File: src/sv/pmrt_pkg.sv
package pmrt_pkg;

    // Table geometry
    localparam int RECORD_PAIRS = 64;
    localparam int CAPACITY     = 2 * RECORD_PAIRS;
    localparam int ADDR_W       = $clog2(CAPACITY);
    localparam int CNT_W        = 8;

    // Stored ranges, in units of five
    localparam int LEN_MAX   = 511;
    localparam int DIA_MAX   = 127;
    localparam int LEN_LIMIT = (LEN_MAX + 1) * 5;
    localparam int DIA_LIMIT = (DIA_MAX + 1) * 5;

    // Reciprocal of five, scaled by 2^18
    localparam logic [15:0] RECIP5 = 16'hCCCD;
    localparam int RECIP5_SHIFT = 18;

    typedef enum logic [2:0] {
        CMD_APPEND    = 3'd0,
        CMD_OVERWRITE = 3'd1,
        CMD_READ      = 3'd2,
        CMD_DELETE    = 3'd3,
        CMD_FIND      = 3'd4,
        CMD_CLEAR     = 3'd5
    } cmd_t;

    typedef enum logic [1:0] {
        ST_OK        = 2'd0,
        ST_RANGE     = 2'd1,
        ST_FULL      = 2'd2,
        ST_NOT_FOUND = 2'd3
    } status_t;

    typedef struct packed {
        logic [3:0] operation;
        logic [4:0] customer;
        logic [2:0] wood_kind;
        logic [8:0] length;
        logic [6:0] diameter;
    } rec_t;

    localparam int REC_W = $bits(rec_t);

    typedef struct packed {
        logic [2:0]  cmd;
        logic [6:0]  index;
        logic [4:0]  customer;
        logic [2:0]  wood_kind;
        logic [3:0]  operation_code;
        logic [15:0] length_in;
        logic [15:0] diameter_in;
    } req_t;

    typedef struct packed {
        logic [1:0]  status;
        logic        length_clamped;
        logic        diameter_clamped;
        logic [6:0]  found_index;
        logic [4:0]  customer_out;
        logic [2:0]  wood_kind_out;
        logic [3:0]  operation_out;
        logic [11:0] length_out;
        logic [9:0]  diameter_out;
        logic [7:0]  record_count_out;
    } rsp_t;

endpackage

File: src/sv/pmrt_ram.sv
module pmrt_ram #(
    parameter int WIDTH = 8,
    parameter int DEPTH = 16
) (
    input  logic                     clk,
    input  logic                     wr_en,
    input  logic [$clog2(DEPTH)-1:0] wr_addr,
    input  logic [WIDTH-1:0]         wr_data,
    input  logic [$clog2(DEPTH)-1:0] rd_addr,
    output logic [WIDTH-1:0]         rd_data
);

    logic [WIDTH-1:0] mem [DEPTH];

    always_ff @(posedge clk)
    begin
        if (wr_en)
        begin
            mem[wr_addr] <= wr_data;
        end
        rd_data <= mem[rd_addr];
    end

endmodule

File: src/sv/pmrt_round5.sv
module pmrt_round5 (
    input  logic [15:0] raw,
    input  logic        is_length,
    output logic [8:0]  quot,
    output logic        clamp
);

    logic [16:0] biased;
    logic [16:0] limit;
    logic [27:0] prod;

    assign biased = {1'b0, raw} + 17'd2;
    assign limit  = is_length ? 17'(pmrt_pkg::LEN_LIMIT) : 17'(pmrt_pkg::DIA_LIMIT);
    assign clamp  = biased >= limit;

    // Only reached below the length limit, so twelve bits suffice
    assign prod = 28'(biased[11:0]) * 28'(pmrt_pkg::RECIP5);

    always_comb
    begin
        if (clamp)
        begin
            quot = is_length ? 9'(pmrt_pkg::LEN_MAX) : 9'(pmrt_pkg::DIA_MAX);
        end
        else
        begin
            quot = prod[pmrt_pkg::RECIP5_SHIFT +: 9];
        end
    end

endmodule

File: src/sv/packed_measurement_record_table_unit.sv
// Channel  Dir  Handshake             Payload
// req      in   req_valid/req_stall   pmrt_pkg::req_t  (one command)
// rsp      out  rsp_valid/rsp_stall   pmrt_pkg::rsp_t  (one result per command)
//
// Append and overwrite round the length, then the diameter, then write; the shared
// divide-by-five unit is used once for length and once for diameter. A read
// captures one RAM record. Delete shifts later records down; find walks down from
// the last record, each record costing one RAM read and, for delete, one write.
// Reset clears the record count, the state and the result valid flag; the table RAM is not cleared.
// A finished result waits in the output register while the next command is taken.
module packed_measurement_record_table_unit (
    input  logic            clk,
    input  logic            rst_n,
    input  logic            req_valid,
    output logic            req_stall,
    input  pmrt_pkg::req_t  req,
    output logic            rsp_valid,
    input  logic            rsp_stall,
    output pmrt_pkg::rsp_t  rsp
);

    typedef enum logic [11:0] {
        S_IDLE     = 12'b0000_0000_0001,
        S_DECODE   = 12'b0000_0000_0010,
        S_RND_LEN  = 12'b0000_0000_0100,
        S_RND_DIA  = 12'b0000_0000_1000,
        S_WRITE    = 12'b0000_0001_0000,
        S_READ_RD  = 12'b0000_0010_0000,
        S_READ_CAP = 12'b0000_0100_0000,
        S_DEL_RD   = 12'b0000_1000_0000,
        S_DEL_WR   = 12'b0001_0000_0000,
        S_SRCH_RD  = 12'b0010_0000_0000,
        S_SRCH_CMP = 12'b0100_0000_0000,
        S_DONE     = 12'b1000_0000_0000
    } state_t;

    localparam int AW = pmrt_pkg::ADDR_W;
    localparam int CW = pmrt_pkg::CNT_W;

    state_t               state_reg, state_next;
    pmrt_pkg::req_t       req_reg, req_next;
    logic [CW-1:0]        count_reg, count_next;
    logic [AW-1:0]        ptr_reg, ptr_next;
    logic [8:0]           len_q_reg, len_q_next;
    logic [6:0]           dia_q_reg, dia_q_next;
    pmrt_pkg::rsp_t       res_reg, res_next;
    pmrt_pkg::rsp_t       rsp_reg, rsp_next;
    logic                 rsp_valid_reg, rsp_valid_next;

    logic                 wr_en;
    logic [AW-1:0]        wr_addr;
    pmrt_pkg::rec_t       wr_data;
    logic [AW-1:0]        rd_addr;
    logic [pmrt_pkg::REC_W-1:0] rd_data;
    pmrt_pkg::rec_t       rd_rec;

    logic [15:0]          rnd_raw;
    logic                 rnd_is_len;
    logic [8:0]           rnd_quot;
    logic                 rnd_clamp;

    logic                 idx_ok;
    logic                 more_to_shift;

    function automatic pmrt_pkg::rsp_t fill_record(pmrt_pkg::rsp_t r, pmrt_pkg::rec_t rec);
        pmrt_pkg::rsp_t o;
        o               = r;
        o.customer_out  = rec.customer;
        o.wood_kind_out = rec.wood_kind;
        o.operation_out = rec.operation;
        o.length_out    = 12'({rec.length, 2'b00}) + 12'(rec.length);
        o.diameter_out  = 10'({rec.diameter, 2'b00}) + 10'(rec.diameter);
        return o;
    endfunction

    pmrt_ram #(
        .WIDTH (pmrt_pkg::REC_W),
        .DEPTH (pmrt_pkg::CAPACITY)
    ) u_ram (
        .clk     (clk),
        .wr_en   (wr_en),
        .wr_addr (wr_addr),
        .wr_data (wr_data),
        .rd_addr (rd_addr),
        .rd_data (rd_data)
    );

    pmrt_round5 u_round5 (
        .raw       (rnd_raw),
        .is_length (rnd_is_len),
        .quot      (rnd_quot),
        .clamp     (rnd_clamp)
    );

    assign rd_rec        = pmrt_pkg::rec_t'(rd_data);
    assign idx_ok        = CW'(req_reg.index) < count_reg;
    assign more_to_shift = ((CW+1)'(ptr_reg) + (CW+1)'(1)) < (CW+1)'(count_reg);

    assign req_stall = (state_reg != S_IDLE);
    assign rsp_valid = rsp_valid_reg;
    assign rsp       = rsp_reg;

    always_comb
    begin
        state_next     = state_reg;
        req_next       = req_reg;
        count_next     = count_reg;
        ptr_next       = ptr_reg;
        len_q_next     = len_q_reg;
        dia_q_next     = dia_q_reg;
        res_next       = res_reg;
        rsp_next       = rsp_reg;
        rsp_valid_next = rsp_valid_reg;

        wr_en      = 1'b0;
        wr_addr    = AW'(req_reg.index);
        wr_data    = {req_reg.operation_code, req_reg.customer, req_reg.wood_kind,
                      len_q_reg, dia_q_reg};
        rd_addr    = ptr_reg;
        rnd_raw    = req_reg.length_in;
        rnd_is_len = 1'b1;

        if (rsp_valid_reg && !rsp_stall)
        begin
            rsp_valid_next = 1'b0;
        end

        case (state_reg)
            S_IDLE:
            begin
                if (req_valid)
                begin
                    req_next   = req;
                    res_next   = '0;
                    state_next = S_DECODE;
                end
            end
            S_DECODE:
            begin
                case (req_reg.cmd)
                    pmrt_pkg::CMD_APPEND:
                    begin
                        if (count_reg >= CW'(pmrt_pkg::CAPACITY))
                        begin
                            res_next.status = pmrt_pkg::ST_FULL;
                            state_next      = S_DONE;
                        end
                        else
                        begin
                            state_next = S_RND_LEN;
                        end
                    end
                    pmrt_pkg::CMD_OVERWRITE:
                    begin
                        if (!idx_ok)
                        begin
                            res_next.status = pmrt_pkg::ST_RANGE;
                            state_next      = S_DONE;
                        end
                        else
                        begin
                            state_next = S_RND_LEN;
                        end
                    end
                    pmrt_pkg::CMD_READ:
                    begin
                        if (!idx_ok)
                        begin
                            res_next.status = pmrt_pkg::ST_RANGE;
                            state_next      = S_DONE;
                        end
                        else
                        begin
                            state_next = S_READ_RD;
                        end
                    end
                    pmrt_pkg::CMD_DELETE:
                    begin
                        if (!idx_ok)
                        begin
                            res_next.status = pmrt_pkg::ST_RANGE;
                            state_next      = S_DONE;
                        end
                        else
                        begin
                            ptr_next   = AW'(req_reg.index);
                            state_next = S_DEL_RD;
                        end
                    end
                    pmrt_pkg::CMD_FIND:
                    begin
                        res_next.status = pmrt_pkg::ST_NOT_FOUND;
                        if (count_reg == '0)
                        begin
                            state_next = S_DONE;
                        end
                        else
                        begin
                            ptr_next   = AW'(count_reg - CW'(1));
                            state_next = S_SRCH_RD;
                        end
                    end
                    pmrt_pkg::CMD_CLEAR:
                    begin
                        count_next = '0;
                        state_next = S_DONE;
                    end
                    default:
                    begin
                        state_next = S_DONE;
                    end
                endcase
            end
            S_RND_LEN:
            begin
                len_q_next              = rnd_quot;
                res_next.length_clamped = rnd_clamp;
                state_next              = S_RND_DIA;
            end
            S_RND_DIA:
            begin
                rnd_raw                   = req_reg.diameter_in;
                rnd_is_len                = 1'b0;
                dia_q_next                = rnd_quot[6:0];
                res_next.diameter_clamped = rnd_clamp;
                state_next                = S_WRITE;
            end
            S_WRITE:
            begin
                wr_en = 1'b1;
                if (req_reg.cmd == pmrt_pkg::CMD_APPEND)
                begin
                    wr_addr              = AW'(count_reg);
                    res_next.found_index = 7'(count_reg);
                    count_next           = count_reg + CW'(1);
                end
                else
                begin
                    res_next.found_index = req_reg.index;
                end
                state_next = S_DONE;
            end
            S_READ_RD:
            begin
                rd_addr    = AW'(req_reg.index);
                state_next = S_READ_CAP;
            end
            S_READ_CAP:
            begin
                res_next             = fill_record(res_reg, rd_rec);
                res_next.found_index = req_reg.index;
                state_next           = S_DONE;
            end
            S_DEL_RD:
            begin
                if (more_to_shift)
                begin
                    rd_addr    = AW'(ptr_reg + AW'(1));
                    state_next = S_DEL_WR;
                end
                else
                begin
                    count_next           = count_reg - CW'(1);
                    res_next.found_index = req_reg.index;
                    state_next           = S_DONE;
                end
            end
            S_DEL_WR:
            begin
                wr_en      = 1'b1;
                wr_addr    = ptr_reg;
                wr_data    = rd_rec;
                ptr_next   = ptr_reg + AW'(1);
                state_next = S_DEL_RD;
            end
            S_SRCH_RD:
            begin
                state_next = S_SRCH_CMP;
            end
            S_SRCH_CMP:
            begin
                if (rd_rec.customer == req_reg.customer)
                begin
                    res_next             = fill_record(res_reg, rd_rec);
                    res_next.status      = pmrt_pkg::ST_OK;
                    res_next.found_index = 7'(ptr_reg);
                    state_next           = S_DONE;
                end
                else if (ptr_reg == '0)
                begin
                    state_next = S_DONE;
                end
                else
                begin
                    ptr_next   = ptr_reg - AW'(1);
                    state_next = S_SRCH_RD;
                end
            end
            S_DONE:
            begin
                // wait for the output register to come free
                if (!rsp_valid_reg || !rsp_stall)
                begin
                    rsp_next                  = res_reg;
                    rsp_next.record_count_out = 8'(count_reg);
                    rsp_valid_next            = 1'b1;
                    state_next                = S_IDLE;
                end
            end
            default:
            begin
                state_next = S_IDLE;
            end
        endcase
    end

    always_ff @(posedge clk or negedge rst_n)
    begin
        if (!rst_n)
        begin
            state_reg     <= S_IDLE;
            count_reg     <= '0;
            rsp_valid_reg <= 1'b0;
        end
        else
        begin
            state_reg     <= state_next;
            count_reg     <= count_next;
            rsp_valid_reg <= rsp_valid_next;
        end
    end

    always_ff @(posedge clk)
    begin
        req_reg   <= req_next;
        ptr_reg   <= ptr_next;
        len_q_reg <= len_q_next;
        dia_q_reg <= dia_q_next;
        res_reg   <= res_next;
        rsp_reg   <= rsp_next;
    end

endmodule

File: config.mk
export PLATFORM = sky130hd
export DESIGN_NAME = packed_measurement_record_table_unit
export DESIGN_NICKNAME = d
export VERILOG_FILES = /design/src/sv/pmrt_pkg.sv /design/src/sv/pmrt_ram.sv /design/src/sv/pmrt_round5.sv /design/src/sv/packed_measurement_record_table_unit.sv
export SDC_FILE = /design/constraint.sdc
export NUM_CORES = 2
export LEC_CHECK = 0
export BUFFER_PORTS_ARGS = -buffer_cell sky130_fd_sc_hd__buf_2
export CORE_ASPECT_RATIO = 0.75
export CORE_MARGIN = 1
export CORE_UTILIZATION = 41
export CTS_CLUSTER_SIZE = 16
export DETAILED_ROUTE_END_ITERATION = 6
export GPL_TIMING_DRIVEN = 0
export REMOVE_ABC_BUFFERS = 1
export SKIP_CTS_REPAIR_TIMING = 1
export SLEW_MARGIN = 20
export SYNTH_ARGS = -nofsm -noshare
export SYNTH_HDL_FRONTEND = slang
export SYNTH_SLANG_ARGS = --single-unit
File: constraint.sdc
create_clock -name clk -period 22.5 [get_ports clk]
set_clock_uncertainty 0.15 [all_clocks]
set_input_delay 1.125 -clock clk [delete_from_list [all_inputs] [get_ports clk]]
set_output_delay 1.125 -clock clk [all_outputs]
set_load 0.05 [all_outputs]
Yosys cells after proc, flatten, opt, wreduce, memory -nomap -nowiden
Memory sizes are Yosys's and may differ from the RTL's. A register that Yosys moved wholly into a read port is not among the register bits.
Index checks and enable logic that the tools add are counted.
{"block": "totals", "register_bits": 196, "ram_bits": 3584, "out_inout_bits": 55, "memories": 1, "inputBits": 58, "wordCells": 155}
{"name": "u_ram.mem", "depth": 128, "width": 28, "rd": 1, "rd_clocked_by_memory_dff": 1, "write_ports": 1, "line": "pmrt_ram.sv:13", "source": "logic [WIDTH-1:0] mem [DEPTH];"}
{"block": "classes", "eq_ne": 33, "reduce_logical": 27, "multipliers": 1, "order_cmp": 4, "n_mux": 48, "add_sub_neg": 8, "bitwise_logic": 1}
{"op": "$mux 12", "n": 11}
{"op": "$pmux 12 s11", "n": 1}
{"op": "$pmux 42 s3", "n": 1}
{"op": "$mux 53", "n": 2}
{"op": "$pmux 12 s5", "n": 1}
{"op": "$mux 7", "n": 7}
{"op": "$pmux 7 s2", "n": 3}
{"op": "$pmux 7 s5", "n": 1}
{"op": "$mux 28", "n": 1}
{"op": "$mul 12x16->27 const B", "n": 1}
{"op": "$mux 8", "n": 3}
{"op": "$pmux 8 s3", "n": 1}
{"op": "$pmux 7 s3", "n": 1}
{"op": "$mux 9", "n": 2}
{"op": "$add 16x2->17 const B", "n": 1}
{"op": "$ge 17x17->1", "n": 1}
{"op": "$mux 16", "n": 1}
{"op": "$ne 2x2->1 const B", "n": 7}
{"op": "$add 11x9->12", "n": 1}
{"op": "$eq 12x1->1 const B", "n": 1}
{"op": "$eq 12x10->1 const B", "n": 1}
{"op": "$eq 12x11->1 const B", "n": 1}
{"op": "$eq 12x12->1 const B", "n": 1}
{"op": "$eq 12x2->1 const B", "n": 1}
{"op": "other kinds (45)", "n": 70}

Logic depth before layout (Yosys ltp)
{"block": "depth", "word_depth": 5, "ltp_mapped": 36, "depth_no_buf": 32}

Cells and area by module
From an unflattened synthesis, not the netlist that was laid out.
{"block": "unflattened", "cells_unflattened": 6460, "hier_area_um2": 149644.8}
{"mod": "pmrt_ram", "cells_each": 5264, "seq_area_each_um2": 108183.8, "n_inst": 1, "area_each_um2": 136827.5}
{"mod": "packed_measurement_record_table_unit", "cells_each": 816, "seq_area_each_um2": 5781.8, "n_inst": 1, "area_each_um2": 9600.5}
{"mod": "pmrt_round5", "cells_each": 380, "seq_area_each_um2": 0.0, "n_inst": 1, "area_each_um2": 3216.8}

Worst setup path after synthesis
OpenSTA, ideal clock, no wires.
{"block": "synth_timing", "kind": "reg2reg", "startpoint": "register state_reg[1]", "endpoint": "register len_q_reg[7] (data pin)", "stages_incl_launch_ff": 31, "setup_ns": 0.270, "arrival_time_ns": 7.525, "path_buffers": 1, "path_slack_ns": 14.555, "path_cell_list": "dfrtp_1 -> or4_1 -> nor3_1 -> nand2_1 -> nor2_1 -> nand2_1 -> nand2_1 -> ha_1 -> clkbuf_1 -> inv_1 -> o31ai_1 -> nand2_1 -> xor2_1 -> and2_1 -> inv_1 -> fa_1 -> inv_1 -> fa_1 -> inv_1 -> fa_1 -> inv_1 -> fa_1 -> ha_1 -> o211a_1 -> a221oi_1 -> o221ai_1 -> o41a_1 -> a21oi_1 -> o21ba_2 -> xor2_1 -> a21oi_1"}
{"block": "synth_between", "elab_chain_cells": 5, "word_cells_on_any_way": 8, "cone_classes": "add/sub (1); mul (1); order compare (1); eq/ne (1); mux (4)"}
{"item": "start: declaration", "line": "packed_measurement_record_table_unit.sv:40", "source": "state_t state_reg, state_next;"}
{"item": "start signal: assignment", "line": "packed_measurement_record_table_unit.sv:327", "source": "state_reg <= state_next;"}
{"item": "$eq 12x4->1 (*)", "line": "packed_measurement_record_table_unit.sv:128", "source": "case (state_reg)"}
{"item": "$mux 16", "line": "packed_measurement_record_table_unit.sv:128"}
{"item": "$add 16x2->17", "line": "pmrt_round5.sv:12", "source": "assign biased = {1'b0, raw} + 17'd2;"}
{"item": "$mul 12x16->27 / $ge 17x17->1 (equally long branches)", "line": "pmrt_round5.sv:17, pmrt_round5.sv:14"}
{"item": "$mux 9 (*)", "line": "pmrt_round5.sv:21", "source": "if (clamp)"}
{"item": "named net rnd_quot[7]", "line": "packed_measurement_record_table_unit.sv:59", "source": "logic [8:0] rnd_quot;"}
{"item": "end signal: assignment", "line": "packed_measurement_record_table_unit.sv:337", "source": "len_q_reg <= len_q_next;"}
{"item": "end: declaration", "line": "packed_measurement_record_table_unit.sv:44", "source": "logic [8:0] len_q_reg, len_q_next;"}
Mark *: on every way through the listed nets, which the timed path passes. The rest lies on a longest branch.
A chain may end at the register's enable or synchronous reset.

Worst setup path after layout
{"block": "layout_timing", "startpoint": "register state_reg[4]", "endpoint": "register len_q_reg[7] (data pin)"}
The elaborated chain is that of the path after synthesis.

==> Implementation_results.wiki <==
{| class="wikitable"
! Metric !! Value
|-
| YS warnings || 0
|-
| DIE AREA || 372,600 µm²
|-
| Required time of the critical path || 22.99 ns
|-
| Root buf cell || sky130_fd_sc_hd__clkbuf_16
|-
| Final core utilization || 48.50%
|-
| TritonCTS clock tree || yes
|-
| Worst slew margin || 7.803%
|-
| Latest clock arrival within the worst-skew pair || 0.94 ns
|-
| Unrepaired setup endpoints after global routing || no
|-
| Vias post-DR || 94,019
|-
| Flip-flop cell with the highest count after synthesis || sky130_fd_sc_hd__edfxtp_1
|-
| Part of the total power dissipated in sequential elements || 48.3%
|-
| Kind of capture point of the worst setup path || flop
|-
| Per-cell routed wire length || 29.83 µm
|-
| H-tree levels || 5
|-
| Switch Pwr || 4460 µW
|-
| Number of antenna violations at the first check in global routing || 40
|-
| Final Hold Fails || 0
|-
| Violation count after the first detailed-routing iteration || 13,538
|-
| Vias in the first global route || 88,703
|-
| Total gr overflow || 0
|-
| Final WL || 468,000 µm
|-
| Routability congestion estimate || 0.8752
|-
| Total routing resource utilization after global routing || 24.33%
|-
| Post-route total power || 16,750 µW
|-
| Dominant cells by area after synthesis || sky130_fd_sc_hd__edfxtp_1 (74%), sky130_fd_sc_hd__mux2i_1 (5.6%), sky130_fd_sc_hd__nand2_1 (5.1%), sky130_fd_sc_hd__a21oi_1 (1.5%), sky130_fd_sc_hd__nand3_1 (1.5%)
|-
| Wire length of the first global-routing pass || 655,100 µm
|-
| Post-synth EDFFs || 3,759
|-
| Reg2reg end || len_q_reg[7]$_DFFE_PN_
|-
| Path type of the worst setup path || reg2reg
|-
| Vias per cell || 5.992
|-
| Mean instance size in the synthesized netlist || 14.86 µm²
|-
| Minimum clock period after layout || 9.853 ns
|-
| Slew at the pin closest to its max-slew limit || 1.383 ns
|-
| Maximum clock frequency || 101.5 MHz
|-
| Die span in x || 704.6 µm
|-
| Final setup fails || 0
|-
| PD cells || 93.71 nW/µm²
|-
| Async SR Flop Fraction || 0.5515%
|-
| First drt pass iteration count || 6
|-
| Fraction of power consumed by combinational cells || 16.1%
|-
| Flip-flop and latch count after synthesis || 3,808
|-
| Portion of the clock cycle consumed by the worst path in the final layout || 43.79%
|-
| Number of top-level design ports || 113
|-
| Clock buffer depth || 4
|-
| Clock-pin slew on the worst setup and hold paths || 0.07 ns
|-
| Status || finished, final reports clean
|-
| Initial Utilization || 41.19%
|-
| Gate count after technology mapping || 10,215
|-
| Share of synthesized area occupied by flip-flops and latches || 75.09%
|-
| Maximum number of pins on one net before global-route repair || 75
|-
| Post-detailed-route count of antenna-violating nets || 0
|-
| Cell-internal power || 12,290 µW
|-
| Peak VDD IR || 257.0 µV
|-
| Data arrival time of the critical path || 10.35 ns
|-
| Element type at the critical path start || flop
|-
| Total clock sinks || 3,808
|-
| Share of post-route cells with drive strength above 1 || 12.52%
|-
| Portion of synthesized cell area occupied by the leading cell type || 74.37%
|-
| Largest fanout of any net on the critical path || 14
|-
| Flip-flop count of the largest register after layout || 3,584
|-
| Number of placement rows || 193
|-
| Sw frac || 26.63%
|-
| Critical R2R Launch || state_reg[4]$_DFFE_PN0P_
|-
| Classification of the worst-slack hold path || in2async
|-
| Final-layout setup total negative slack || 0 ns
|-
| Reg2Reg Depth || 27
|-
| Post-layout net count || 10,722
|-
| Synthesis-to-finish area growth || 17.76%
|-
| Combined area of all synthesized cells || 151,800 µm²
|-
| Number of slew-limit violations in the final report || 0
|-
| Placed wire-length estimate || 304,100 µm
|-
| Chip Height || 528.9 µm
|-
| Number of different library cells in the post-synthesis netlist || 84
|-
| Clk pwr share || 35.6%
|-
| I/O Buffers || 112
|-
| CORE AREA || 368,500 µm²
|-
| Number of buffers added by the clock tree synthesis step || 350
|-
| Max-capacitance violation count || 0
|-
| Reg2reg setup slack || 12.65 ns
|-
| Top cell type by total area after synthesis || sky130_fd_sc_hd__edfxtp_1
|-
| Total DRC errors in the routed layout || 0
|-
| Cell leakage power || 0.06077 µW
|}
-- final cells by class --
type	instances	area, µm²
sequential	3808	114000
antenna	26	65.06
timing repair buffer	572	10570
fill	30322	189800
clock buffer	425	9251
multi-input combinational	5660	36450
tap	4875	6100
inverter	120	455.4
clock inverter	204	1882
-- cells in the mapped netlist (61+ instances only) --
master,count
sky130_fd_sc_hd__nor2_1,249
sky130_fd_sc_hd__buf_1,61
sky130_fd_sc_hd__a32oi_1,230
sky130_fd_sc_hd__inv_1,118
sky130_fd_sc_hd__edfxtp_1,3759
sky130_fd_sc_hd__mux2i_1,850
sky130_fd_sc_hd__a21oi_1,455
sky130_fd_sc_hd__and3_1,67
sky130_fd_sc_hd__nand2_1,2044
sky130_fd_sc_hd__clkbuf_1,216
sky130_fd_sc_hd__nor3_1,80
sky130_fd_sc_hd__nor4_1,159
sky130_fd_sc_hd__buf_2,287
sky130_fd_sc_hd__o21ai_0,72
sky130_fd_sc_hd__nand4_1,106
sky130_fd_sc_hd__a31oi_1,68
sky130_fd_sc_hd__o22ai_1,236
sky130_fd_sc_hd__ha_1,108
sky130_fd_sc_hd__nand3_1,448
-- worst max path at each step --
stage,from,endpoint,slack [ns],cells after the start
6_report,state_reg[4]$_DFFE_PN0P_,len_q_reg[7]$_DFFE_PN_,12.65,27
5_1_grt,state_reg[1]$_DFFE_PN0P_,len_q_reg[7]$_DFFE_PN_,12.16,28
4_1_cts,state_reg[4]$_DFFE_PN0P_,len_q_reg[7]$_DFFE_PN_,12.73,28
3_5_place_dp,state_reg[4]$_DFFE_PN0P_,len_q_reg[7]$_DFFE_PN_,12.81,28
3_3_place_gp,ptr_reg[2]$_DFFE_PP_,u_ram.rd_data[9]$_DFF_P_,-15.20,15
2_1_floorplan,ptr_reg[2]$_DFFE_PP_,u_ram.rd_data[23]$_DFF_P_,3.31,16
-- layout by cell type (no fill, tap or decap), types with 130 or more instances in the layout --
cell type and n:
sky130_fd_sc_hd__a32oi_1 230, sky130_fd_sc_hd__a21oi_1 446, sky130_fd_sc_hd__buf_16 216, sky130_fd_sc_hd__mux2i_1 850, sky130_fd_sc_hd__nor4_1 142, sky130_fd_sc_hd__o22ai_1 235
sky130_fd_sc_hd__clkbuf_16 359, sky130_fd_sc_hd__nand2_1 2014, sky130_fd_sc_hd__edfxtp_1 3759, sky130_fd_sc_hd__buf_12 156, sky130_fd_sc_hd__nor2_4 130, sky130_fd_sc_hd__nand3_1 440
-- power groups by stage --
stage	sequential (µW)	combinational (µW)	clock, µW
2_1_floorplan	8270	1900	0
3_3_place_gp	8330	2910	0
3_5_place_dp	8240	2670	0
4_1_cts	8090	2690	6000
5_1_grt	8090	2970	6260
6_report	8090	2700	5960
-- layer usage --
layer | vias to the layer above | routed length (µm) | GRT usage (%)
met4 | 20 | 19080 | 9.205
met3 | 853 | 56350 | 6.261
li1 | 39701 | - | -
met1 | 48038 | 192900 | 35.25
met5 | - | 133 | 0
met2 | 5407 | 199500 | 35.25
-- metrics by stage --
stage / std cells / worst slack [ns] / cell area [µm²] / hold WS (ns)
2_1_floorplan: 9588 / 3.310 / 148800 / 0.2503
3_3_place_gp: 14575 / -15.20 / 155400 / 0.2562
3_5_place_dp: 15034 / 12.81 / 167500 / 0.2545
4_1_cts: 15663 / 12.73 / 178600 / 0.003003
5_1_grt: 15665 / 12.16 / 178700 / 0.07194
6_report: 15690 / 12.65 / 178700 / 0.05064
-- cell families after synthesis --
family / count (synthesis) / share of synthesized area [%]
compound gates: 1331 / 5.896
flops: 3808 / 75.09
mux: 852 / 5.621
buf+inv: 747 / 2.283
fa+ha+maj: 152 / 1.471
simple gates: 3271 / 9.330
xor+xnor: 54 / 0.3116
-- critical path, stage by stage, from the launching register on --
cell	delay, ns
sky130_fd_sc_hd__dfrtp_1	0.47
sky130_fd_sc_hd__nor4_1	0.66
sky130_fd_sc_hd__nand2_1	0.35
sky130_fd_sc_hd__nor2_2	0.72
sky130_fd_sc_hd__nand2_1	0.11
sky130_fd_sc_hd__nand2_1	0.18
sky130_fd_sc_hd__ha_1	0.38
sky130_fd_sc_hd__inv_1	0.07
sky130_fd_sc_hd__o31ai_1	0.50
sky130_fd_sc_hd__nand2_1	0.14
sky130_fd_sc_hd__xor2_1	0.67
sky130_fd_sc_hd__ha_1	0.37
sky130_fd_sc_hd__inv_1	0.17
sky130_fd_sc_hd__fa_1	0.45
sky130_fd_sc_hd__inv_1	0.09
sky130_fd_sc_hd__fa_1	0.44
sky130_fd_sc_hd__fa_1	0.50
sky130_fd_sc_hd__fa_1	0.53
sky130_fd_sc_hd__inv_1	0.05
sky130_fd_sc_hd__ha_1	0.27
sky130_fd_sc_hd__o211a_1	0.13
sky130_fd_sc_hd__a221oi_1	0.51
sky130_fd_sc_hd__o221ai_1	0.36
sky130_fd_sc_hd__o41a_1	0.45
sky130_fd_sc_hd__a21oi_1	0.24
sky130_fd_sc_hd__o21ba_2	0.16
sky130_fd_sc_hd__xor2_1	0.31
sky130_fd_sc_hd__a21oi_1	0.12
No activity file was read; power rests on OpenSTA's default activity.
